## src/gzhp_pkg.sv

```systemverilog
// Shared types, constants and helpers for the gzip member header parser.
package gzhp_pkg;

  localparam int LENGTH_BITS  = 24;  // width of the internal byte counter
  localparam int HDR_LEN_W    = 24;  // width of the reported header length
  localparam int IN_TDATA_W   = 8;
  localparam int OUT_TDATA_W  = 32;

  localparam logic [7:0]  MAGIC1_BYTE  = 8'h1F;
  localparam logic [7:0]  MAGIC2_BYTE  = 8'h8B;
  localparam logic [7:0]  METHOD_DEFL  = 8'h08;
  localparam logic [7:0]  FL_HCRC      = 8'h02;
  localparam logic [7:0]  FL_EXTRA     = 8'h04;
  localparam logic [7:0]  FL_NAME      = 8'h08;
  localparam logic [7:0]  FL_COMMENT   = 8'h10;
  localparam logic [7:0]  FL_RESERVED  = 8'hE0;
  localparam logic [31:0] CRC_POLY     = 32'hEDB88320;
  localparam logic [31:0] CRC_INIT     = 32'hFFFFFFFF;
  localparam logic [23:0] FIXED_END    = 24'd10;  // MTIME/XFL/OS end at byte 10

  typedef enum logic [3:0] {
    PH_MAGIC1  = 4'd0,
    PH_MAGIC2  = 4'd1,
    PH_METHOD  = 4'd2,
    PH_FLAGS   = 4'd3,
    PH_FIXED   = 4'd4,
    PH_XLEN_LO = 4'd5,
    PH_XLEN_HI = 4'd6,
    PH_EXTRA   = 4'd7,
    PH_NAME    = 4'd8,
    PH_COMMENT = 4'd9,
    PH_HCRC_LO = 4'd10,
    PH_HCRC_HI = 4'd11,
    PH_DONE    = 4'd12
  } phase_t;

  typedef enum logic [2:0] {
    ST_BUSY      = 3'd0,
    ST_DONE      = 3'd1,
    ST_BAD_MAGIC = 3'd2,
    ST_BAD_METH  = 3'd3,
    ST_RSVD_FLAG = 3'd4,
    ST_TRUNC     = 3'd5,
    ST_HCRC_BAD  = 3'd6
  } status_t;

  // First enabled optional section at or after the given phase.
  function automatic phase_t next_section(phase_t from, logic [7:0] flags);
    phase_t res;
    res = PH_DONE;
    if (from <= PH_HCRC_LO && (flags & FL_HCRC) != 8'h00) res = PH_HCRC_LO;
    if (from <= PH_COMMENT && (flags & FL_COMMENT) != 8'h00) res = PH_COMMENT;
    if (from <= PH_NAME && (flags & FL_NAME) != 8'h00) res = PH_NAME;
    if (from <= PH_XLEN_LO && (flags & FL_EXTRA) != 8'h00) res = PH_XLEN_LO;
    return res;
  endfunction

endpackage

```

## src/gzhp_crc_byte.sv

```systemverilog
// Bytewise reflected CRC-32 update (poly 0xEDB88320), one byte per cycle.
module gzhp_crc_byte (
  input  logic [31:0] crc_in,
  input  logic [7:0]  data_in,
  output logic [31:0] crc_out
);

  always_comb begin
    logic [31:0] c;
    c = crc_in ^ {24'h000000, data_in};
    for (int k = 0; k < 8; k++) begin
      c = c[0] ? ((c >> 1) ^ gzhp_pkg::CRC_POLY) : (c >> 1);
    end
    crc_out = c;
  end

endmodule

```

## src/gzip_member_header_parser_unit.sv

```systemverilog
// Top level: gzip member header parser, one header byte per transfer.
//
//  channel | dir | tdata (low bit up)                    | tlast
//  --------+-----+---------------------------------------+-------------
//  in_     | in  | [7:0] data_byte                       | end_of_data
//  out_    | out | [2:0] status, [26:3] header_length,   | -
//          |     | [31:27] zero                          |
//
// Cycles: one byte accepted per clock while in_tready is high; its result
//   appears in the output register the next cycle. Phase step and bytewise
//   CRC-32 update are combinational, feeding state and output registers.
// Reset: rst_n synchronous, active low; parser waits for the first magic byte.
// Stalls: in_tready is high while the output register is empty or being
//   drained, so a held result costs no bubble once it is taken.
// After a done or error result, all parse state returns to its reset values.
module gzip_member_header_parser_unit (
  input  logic                               clk,
  input  logic                               rst_n,
  input  logic                               in_tvalid,
  output logic                               in_tready,
  input  logic [gzhp_pkg::IN_TDATA_W-1:0]    in_tdata,   // [7:0] data_byte
  input  logic                               in_tlast,   // end_of_data
  output logic                               out_tvalid,
  input  logic                               out_tready,
  output logic [gzhp_pkg::OUT_TDATA_W-1:0]   out_tdata   // [2:0] status, [26:3] length
);

  // parse state
  gzhp_pkg::phase_t                  phase_r,  phase_nxt;
  logic [gzhp_pkg::LENGTH_BITS-1:0]  offset_r, offset_nxt;
  logic [7:0]                        flags_r,  flags_nxt;
  logic [15:0]                       extra_r,  extra_nxt;
  logic [31:0]                       crc_r,    crc_nxt;
  logic [7:0]                        crc_lo_r, crc_lo_nxt;

  // output register
  logic                              out_valid_r;
  logic [gzhp_pkg::OUT_TDATA_W-1:0]  out_data_r, out_data_nxt;

  logic                              in_xfer;
  logic [7:0]                        b;
  logic [31:0]                       crc_upd;
  gzhp_pkg::status_t                 status;
  gzhp_pkg::phase_t                  cur_phase;
  logic [15:0]                       extra_hi;
  logic [15:0]                       extra_dec;

  assign in_tready  = !out_valid_r || out_tready;
  assign in_xfer    = in_tvalid && in_tready;
  assign out_tvalid = out_valid_r;
  assign out_tdata  = out_data_r;
  assign b          = in_tdata[7:0];

  gzhp_crc_byte u_crc (
    .crc_in  (crc_r),
    .data_in (b),
    .crc_out (crc_upd)
  );

  assign extra_hi  = {b, extra_r[7:0]};
  assign extra_dec = extra_r - 16'd1;

  always_comb begin
    // saturating byte count, this byte included
    offset_nxt = (offset_r == {gzhp_pkg::LENGTH_BITS{1'b1}}) ? offset_r
                                                              : offset_r + 1'b1;
    // codes past the CRC bytes restart at the first magic byte
    cur_phase  = (phase_r > gzhp_pkg::PH_HCRC_HI) ? gzhp_pkg::PH_MAGIC1 : phase_r;
    phase_nxt  = cur_phase;
    flags_nxt  = flags_r;
    extra_nxt  = extra_r;
    crc_lo_nxt = crc_lo_r;
    crc_nxt    = (cur_phase < gzhp_pkg::PH_HCRC_LO) ? crc_upd : crc_r;
    status     = gzhp_pkg::ST_BUSY;

    unique case (cur_phase)
      gzhp_pkg::PH_MAGIC1: begin
        if (b != gzhp_pkg::MAGIC1_BYTE) status = gzhp_pkg::ST_BAD_MAGIC;
        else phase_nxt = gzhp_pkg::PH_MAGIC2;
      end
      gzhp_pkg::PH_MAGIC2: begin
        if (b != gzhp_pkg::MAGIC2_BYTE) status = gzhp_pkg::ST_BAD_MAGIC;
        else phase_nxt = gzhp_pkg::PH_METHOD;
      end
      gzhp_pkg::PH_METHOD: begin
        if (b != gzhp_pkg::METHOD_DEFL) status = gzhp_pkg::ST_BAD_METH;
        else phase_nxt = gzhp_pkg::PH_FLAGS;
      end
      gzhp_pkg::PH_FLAGS: begin
        if ((b & gzhp_pkg::FL_RESERVED) != 8'h00) begin
          status = gzhp_pkg::ST_RSVD_FLAG;
        end else begin
          flags_nxt = b;
          phase_nxt = gzhp_pkg::PH_FIXED;
        end
      end
      gzhp_pkg::PH_FIXED: begin
        if (offset_nxt >= gzhp_pkg::LENGTH_BITS'(gzhp_pkg::FIXED_END))
          phase_nxt = gzhp_pkg::next_section(gzhp_pkg::PH_XLEN_LO, flags_r);
      end
      gzhp_pkg::PH_XLEN_LO: begin
        extra_nxt = {8'h00, b};
        phase_nxt = gzhp_pkg::PH_XLEN_HI;
      end
      gzhp_pkg::PH_XLEN_HI: begin
        extra_nxt = extra_hi;
        phase_nxt = (extra_hi == 16'd0)
                  ? gzhp_pkg::next_section(gzhp_pkg::PH_NAME, flags_r)
                  : gzhp_pkg::PH_EXTRA;
      end
      gzhp_pkg::PH_EXTRA: begin
        extra_nxt = extra_dec;
        if (extra_dec == 16'd0)
          phase_nxt = gzhp_pkg::next_section(gzhp_pkg::PH_NAME, flags_r);
      end
      gzhp_pkg::PH_NAME: begin
        if (b == 8'h00) phase_nxt = gzhp_pkg::next_section(gzhp_pkg::PH_COMMENT, flags_r);
      end
      gzhp_pkg::PH_COMMENT: begin
        if (b == 8'h00) phase_nxt = gzhp_pkg::next_section(gzhp_pkg::PH_HCRC_LO, flags_r);
      end
      gzhp_pkg::PH_HCRC_LO: begin
        crc_lo_nxt = b;
        phase_nxt  = gzhp_pkg::PH_HCRC_HI;
      end
      default: begin
        // second stored CRC byte: compare against low half of final CRC
        if ({b, crc_lo_r} != ~crc_r[15:0]) status = gzhp_pkg::ST_HCRC_BAD;
        else phase_nxt = gzhp_pkg::PH_DONE;
      end
    endcase

    if (status == gzhp_pkg::ST_BUSY && phase_nxt == gzhp_pkg::PH_DONE)
      status = gzhp_pkg::ST_DONE;
    if (status == gzhp_pkg::ST_BUSY && in_tlast)
      status = gzhp_pkg::ST_TRUNC;

    out_data_nxt = {5'b00000, gzhp_pkg::HDR_LEN_W'(offset_nxt), status};

    // any final result starts a fresh header
    if (status != gzhp_pkg::ST_BUSY) begin
      phase_nxt  = gzhp_pkg::PH_MAGIC1;
      offset_nxt = '0;
      flags_nxt  = 8'h00;
      extra_nxt  = 16'd0;
      crc_nxt    = gzhp_pkg::CRC_INIT;
      crc_lo_nxt = 8'h00;
    end
  end

  always_ff @(posedge clk) begin
    if (!rst_n) begin
      phase_r  <= gzhp_pkg::PH_MAGIC1;
      offset_r <= '0;
      flags_r  <= 8'h00;
      extra_r  <= 16'd0;
      crc_r    <= gzhp_pkg::CRC_INIT;
      crc_lo_r <= 8'h00;
    end else if (in_xfer) begin
      phase_r  <= phase_nxt;
      offset_r <= offset_nxt;
      flags_r  <= flags_nxt;
      extra_r  <= extra_nxt;
      crc_r    <= crc_nxt;
      crc_lo_r <= crc_lo_nxt;
    end
  end

  always_ff @(posedge clk) begin
    if (!rst_n) begin
      out_valid_r <= 1'b0;
    end else if (in_xfer) begin
      out_valid_r <= 1'b1;
    end else if (out_tready) begin
      out_valid_r <= 1'b0;
    end
  end

  always_ff @(posedge clk) begin
    if (in_xfer) out_data_r <= out_data_nxt;
  end

  // a final status restarts the parser at the first magic byte
  a_restart: assert property (@(posedge clk) disable iff (!rst_n)
    in_xfer && out_data_nxt[2:0] != gzhp_pkg::ST_BUSY
      |=> phase_r == gzhp_pkg::PH_MAGIC1 && offset_r == '0)
    else $error("parser did not restart after final status");

  // byte count is zero exactly when waiting for the first magic byte
  a_offset_phase: assert property (@(posedge clk) disable iff (!rst_n)
    (offset_r == '0) == (phase_r == gzhp_pkg::PH_MAGIC1))
    else $error("byte count out of step with phase");

  // CRC is at its initial value at the start of a header
  a_crc_init: assert property (@(posedge clk) disable iff (!rst_n)
    phase_r == gzhp_pkg::PH_MAGIC1 |-> crc_r == gzhp_pkg::CRC_INIT)
    else $error("CRC not initialized at header start");

  // the extra field count never sits at zero while skipping extra bytes
  a_extra_nz: assert property (@(posedge clk) disable iff (!rst_n)
    phase_r == gzhp_pkg::PH_EXTRA |-> extra_r != 16'd0)
    else $error("extra byte count zero in extra phase");

endmodule
```

## config.mk

```make
export PLATFORM = sky130hd
export DESIGN_NAME = gzip_member_header_parser_unit
export DESIGN_NICKNAME = d
export VERILOG_FILES = /design/src/gzhp_pkg.sv /design/src/gzhp_crc_byte.sv /design/src/gzip_member_header_parser_unit.sv
export SDC_FILE = /design/constraint.sdc
export NUM_CORES = 1
export LEC_CHECK = 0
export ABC_CLOCK_PERIOD_IN_PS = 3930
export BUFFER_PORTS_ARGS = -buffer_cell sky130_fd_sc_hd__clkbuf_2
export CORE_MARGIN = 4
export CORE_UTILIZATION = 52
export DETAILED_ROUTE_END_ITERATION = 16
export HOLD_SLACK_MARGIN = 0.1
export PLACE_DENSITY_LB_ADDON = 0.3
export SKIP_LAST_GASP = 1
export SYNTH_ARGS = -nofsm -noshare
export SYNTH_HDL_FRONTEND = slang
export SYNTH_HIERARCHICAL = 1
export SYNTH_SLANG_ARGS = --single-unit
```

## constraint.sdc

```tcl
create_clock -name clk -period 3.93 [get_ports clk]
set_input_delay 0.786 -clock clk [delete_from_list [all_inputs] [get_ports clk]]
set_output_delay 0.786 -clock clk [all_outputs]
set_load 0.005 [all_outputs]
```

# == Word level (Yosys, flattened, before mapping) ==
# Cells that the tools add are included.
# word_totals
ff_bits,117
latch_bits,0
ramBits,0
mem_bits_ro,0
input_bits,13
output_inout_bits,34
word_cells,113
memories,0
# classes
addsub,2
n_mul,0
div_mod_pow,0
n_lt_le_gt_ge,3
eq_ne,18
shift,0
mux,46
bitwise,10
reduce_logical,25
# ops
cell,count
32-bit 2-to-1 mux,10
13-bit inverter with 14-bit output,8
4-bit 2-to-1 mux,13
24-bit 2-to-1 mux,2
16-bit one-hot mux with 3 select lines,1
4-bit one-hot mux with 11 select lines,1
16-bit logical NOT,2
32-bit by 8-bit bitwise XOR with 32-bit output,1
24-bit by 1-bit adder with 24-bit output (second input constant),1
24-bit == test (second input constant),1
24-bit by 4-bit greater-or-equal comparator with 1-bit output (second input constant),1
3-bit 2-to-1 mux,7
4-bit by 3-bit == test with 1-bit output (second input constant),4
4-bit == test (second input constant),4
16-bit 2-to-1 mux,1
8-bit 2-to-1 mux,2
16-bit != test,1
16-bit inverter,1
16-bit by 1-bit subtractor with 16-bit output (second input constant),1
5-bit 2-to-1 mux,3
3-bit one-hot mux with 5 select lines,1
4-bit by 2-bit == test with 1-bit output (second input constant),2
8-bit logical NOT,1
8-bit by 4-bit != test with 1-bit output (second input constant),1
21 further kinds,34

# == Longest topological paths before layout ==
# logic_depth
word_depth,19
mapped_depth,16
ltp_nobuf,12

# == Modules after synthesis ==
# Netlist, hierarchy kept.
# modules_own_cells
module,n_inst,cells_each,area_per_inst_um2
gzip_member_header_parser_unit,1,688,6427.4
gzhp_crc_byte,1,67,924.6

# == Worst setup path after synthesis ==
# No wires, ideal clock.
# synth_timing
path_type,input port to flip-flop
from,input in_tdata[2] (netlist name)
to,register extra_r[2]
setup_ps,122
t_arrival_ps,3684
slack_ps,125
path_stages,13
path_buffers,3
path_cell_list,clkbuf_1 or4_4 nor4_4 a21oi_1 nor2_1 nand3_1 or3_1 a211oi_2 nand2_2 buf_6 a41o_1 buf_6 a221o_1
# synth_via
elab_chain_cells,12
elab_cells_between_ends,32
# synth_rtl
element,line_no,rtl
start: declaration,gzip_member_header_parser_unit.sv:21,"input logic [gzhp_pkg::IN_TDATA_W-1:0] in_tdata,"
"16-bit != test, or another cell as far along",gzip_member_header_parser_unit.sv:128,"if ({b, crc_lo_r} != ~crc_r[15:0]) status = gzhp_pkg::ST_HCRC_BAD;"
"4-bit 2-to-1 mux, or another cell as far along",gzip_member_header_parser_unit.sv:128,
4-bit one-hot mux with 11 select lines or 3-bit one-hot mux with 5 select lines (tied branches),gzip_member_header_parser_unit.sv:76,unique case (cur_phase)
4-bit == test or 3-bit logical NOT (tied branches),gzip_member_header_parser_unit.sv:133,if (status == gzhp_pkg::ST_BUSY && phase_nxt == gzhp_pkg::PH_DONE)
1-bit logical AND,gzip_member_header_parser_unit.sv:133,
3-bit 2-to-1 mux,gzip_member_header_parser_unit.sv:133,
3-bit logical NOT,gzip_member_header_parser_unit.sv:135,if (status == gzhp_pkg::ST_BUSY && in_tlast)
1-bit logical AND,gzip_member_header_parser_unit.sv:135,
3-bit 2-to-1 mux,gzip_member_header_parser_unit.sv:135,
3-bit nonzero test,gzip_member_header_parser_unit.sv:141,if (status != gzhp_pkg::ST_BUSY) begin
2-bit != test (no source line) or 3-bit nonzero test (tied branches),n/a,
3-bit AND reduction (no source line),n/a,
end signal: assignment,gzip_member_header_parser_unit.sv:163,extra_r <= extra_nxt;
end: declaration,gzip_member_header_parser_unit.sv:32,"logic [15:0] extra_r, extra_nxt;"
# Parallel ways exist; a longest one is shown, timed or not.
# A chain may end at the register's enable or synchronous reset.

# == Final worst setup path ==
# layout_timing
from,register offset_r[0] (netlist name)
to,register extra_r[5]
# layout_via
elab_chain_cells,14
elab_cells_between_ends,17
# layout_rtl
element,line_no,rtl
start: declaration,gzip_member_header_parser_unit.sv:30,"logic [gzhp_pkg::LENGTH_BITS-1:0] offset_r, offset_nxt;"
start signal: assignment,gzip_member_header_parser_unit.sv:161,offset_r <= offset_nxt;
24-bit by 1-bit adder with 24-bit output or 24-bit == test (tied branches),"gzip_member_header_parser_unit.sv:66, gzip_member_header_parser_unit.sv:65",
24-bit 2-to-1 mux (*),gzip_member_header_parser_unit.sv:65,offset_nxt = (offset_r == {gzhp_pkg::LENGTH_BITS{1'b1}}) ? offset_r
"via out_data_nxt, one bit",gzip_member_header_parser_unit.sv:38,"logic [gzhp_pkg::OUT_TDATA_W-1:0] out_data_r, out_data_nxt;"
24-bit by 4-bit greater-or-equal comparator with 1-bit output (*),gzip_member_header_parser_unit.sv:98,if (offset_nxt >= gzhp_pkg::LENGTH_BITS'(gzhp_pkg::FIXED_END))
4-bit 2-to-1 mux (*),gzip_member_header_parser_unit.sv:98,
4-bit one-hot mux with 11 select lines (*),gzip_member_header_parser_unit.sv:76,
4-bit == test (*),gzip_member_header_parser_unit.sv:133,
1-bit logical AND (*),gzip_member_header_parser_unit.sv:133,
3-bit 2-to-1 mux (*),gzip_member_header_parser_unit.sv:133,
3-bit logical NOT,gzip_member_header_parser_unit.sv:135,
1-bit logical AND,gzip_member_header_parser_unit.sv:135,
3-bit 2-to-1 mux (*),gzip_member_header_parser_unit.sv:135,
3-bit nonzero test (*),gzip_member_header_parser_unit.sv:141,
2-bit != test (no source line) or 3-bit nonzero test (tied branches),n/a,
3-bit AND reduction (no source line),n/a,
# Mark *: on every way through the listed nets, which the timed path passes. The rest lies on a longest branch.

==> results.cfg <==
[sta]
clock_skew_ns = 0.0103
period_needed_ns = 3.74
tightest_slew_ns = 0.940
slew_headroom_pct = 36.9
whs_ns = 0.483
setup_viol = 0
finalWorstSetupSlack_ns = 0.185
max_freq_ghz = 0.267
finalCritPeriodShare_pct = 95.3
hold_viol = 0
rsz0062_at_grt = false
slew_violations = 0

[clock_network]
clk_root_buffer_cell = clkbuf_16
cts_tree = yes
cts_buffers = 17
hold_buffers = 0
path_clk_slew_ns = 0.06
clock-sinks = 116
cts_max_path_buffers = 2
clock_latency_ns = 0.42
cts_htree_levels = 4

[logic_synthesis]
synthArstFlopShare_pct = 0
yosys_warnings = 6
synth_area_mm2 = 0.00735
synth_cell_types = 88
synth_fa_ha_area_share_pct = 1.19
avgSynthCellArea_um2 = 9.74
ys_seq_area_share_pct = 35.3
ys_ff_latch = 116
yosys_most_used_dff = dfxtp_1
muxShareOfSynthArea_pct = 0.715
syn_inst = 755
synth_top_family_by_area = compound AO/OA/AOI/OAI gates
yosys.area_share.simple_pct = 19.4
synth_xor_area_share_pct = 17.5
synth_compound_area_share_pct = 20.9
synth_edf_count = 27

[placed_design]
numPlacedInstances = 972
pre_cts_slack_ns = -0.112
place_congestion = 0.978
hpwl_um = 14600
portBuffers = 41

[pwr]
irDropWorstVdd_v = 0.000281
p_leak_nw = 3.34
power_density_mw_per_mm2 = 364

[job]
max_cap_viol_count = 0

[global_route]
grt_pass1_wl_um = 32300
grt-ovfl-total = 0
grt_pass1_vias = 6171
grt_start_max_net_pins = 33
antenna_found_initial = 0
grt_usage_pct = 25.0

[floorplanning]
core_area_mm2 = 0.0139
fp.dieW_um = 127
dieArea_mm2 = 0.0161
start_util_pct = 53.0
rows = 43
die_h_um = 127
pin_count = 47

[worst_setup_path]
crit_path_end_kind = flip-flop
critPathMaxFanout = 9
cp-start-kind = flip-flop
critical_path_class = flip-flop to flip-flop
cp_data_arrival_time_ns = 4.05
worstPathRequired_ns = 4.23

[run_status]
outcome = completed

[final_layout]
area_growth_pct = 16.7
drive_gt1_share_pct = 20.1
layout_common_cells = dfxtp_1 (89), xnor2_1 (56), nand2_1 (54)
final_net_count = 832
postLayoutCoreUtil_pct = 61.8
layout_commonest_cell = dfxtp_1
antennaDiodeCount = 0
final_cells = 1005

[route]
avgViaCountPerCell = 6.31
vias = 6341
drt_iter0_drc = 600
drc = 0
ant_nets = 0
wl_per_cell_um = 20.1
drt_wl_total_um = 20200
firstDrtPassIters = 5

[worst_hold_path]
hold_class = flip-flop to flip-flop
==> final timing paths <==
| check | slack (ns) | cells past startpoint | endpoint | start |
|---|---|---|---|---|
| max | 0.19 | 13 | extra_r[5]$_SDFFE_PN0P_ | offset_r[0]$_SDFFE_PN0P_ |
| min | 0.48 | 1 | crc_r[24]$_SDFFE_PN1P_ | crc_r[24]$_SDFFE_PN1P_ |
| max reg2reg | 0.19 | 13 | extra_r[5]$_SDFFE_PN0P_ | offset_r[0]$_SDFFE_PN0P_ |
| min reg2reg | 0.48 | 1 | crc_r[24]$_SDFFE_PN1P_ | crc_r[24]$_SDFFE_PN1P_ |
==> stage by stage <==
stage / setup TNS [ns] / instance area, um2 / total power [mW]
after global routing: 0 / 8580 / 3.20
final: 0 / 8580 / 3.12
after floorplan: 0 / 7370 / 1.45
after global placement: -0.0156 / 7930 / 1.52
after detailed placement: -1.95 / 7930 / 1.53
after CTS: 0 / 8540 / 3.13
==> state kept, by name, indices dropped and copies added, names as in the netlist <==
| register | count |
|---|---|
| crc_lo_r | 8 |
| crc_r | 32 |
| extra_r | 16 |
| flags_r | 4 |
| offset_r | 24 |
| out_tdata | 27 |
| out_tvalid | 1 |
| phase_r | 4 |
==> power breakdown <==
| group | switching, mW | internal (mW) | leakage (nW) |
|---|---|---|---|
| logic | 0.136 | 0.132 | 2.06 |
| registers | 0.00356 | 1.23 | 0.981 |
| clock network | 0.556 | 1.06 | 0.307 |
==> worst max-delay path: stages, from the launching register on <==
cell and delay, ns:
dfxtp_1 0.43, ha_2 0.27, nand4_1 0.20, buf_4 0.24
or4_1 0.57, nand2_1 0.11, mux2_2 0.17, nor3b_1 0.06
buf_4 0.16, and3_2 0.23, a211oi_4 0.34, nand2_2 0.18
a41o_1 0.31, a221o_1 0.37
==> cell type report <==
type,count,area [um2]
Fill cell,1175,5300
Tap cell,180,225
Inverter,18,67.6
Clock inverter,9,125
Timing Repair Buffer,92,626
Multi-Input combinational cell,567,4450
Clock buffer,23,488
Sequential cell,116,2590
==> synthesized netlist by cell type (18+ instances only) <==
library cell | number | share of area, %
dfxtp_1 | 89 | 24
xnor2_1 | 56 | 6.7
nand2_1 | 54 | 2.8
nor2_1 | 38 | 1.9
o22a_1 | 32 | 3.8
a22o_1 | 30 | 3.6
edfxtp_1 | 27 | 11
clkbuf_1 | 26 | 1.3
xor2_1 | 25 | 3.0
nor3_1 | 24 | 1.6
a21oi_1 | 22 | 1.5
nand3_1 | 21 | 1.4
nand4_1 | 20 | 1.7
buf_2 | 19 | 1.3
inv_1 | 18 | 0.92
==> logic make-up after synthesis <==
| kind of cell | Yosys count |
|---|---|
| buffers and inverters | 76 |
| XOR/XNOR | 108 |
| AO/OA/AOI/OAI | 195 |
| AND/OR/NAND/NOR | 247 |
| other | 1 |
| multiplexers | 5 |
| adder cells (fa/ha/maj) | 7 |
| flip-flops | 116 |
==> repair_timing <==
action                     in CTS  in global routing
buffers inserted                0                  1
setup endpoints to repair       0                 87
gates resized for setup         0                  6
==> per-layer routing <==
layer | vias up | track usage [%] | part of all wire [%]
met5 | - | 0 | 0
met4 | 0 | 10.2 | 2.5
met3 | 55 | 5.22 | 6.3
met2 | 269 | 39.3 | 47
met1 | 3050 | 33.7 | 45
li1 | 2967 | - | -
(Power assumes the default switching activity.)
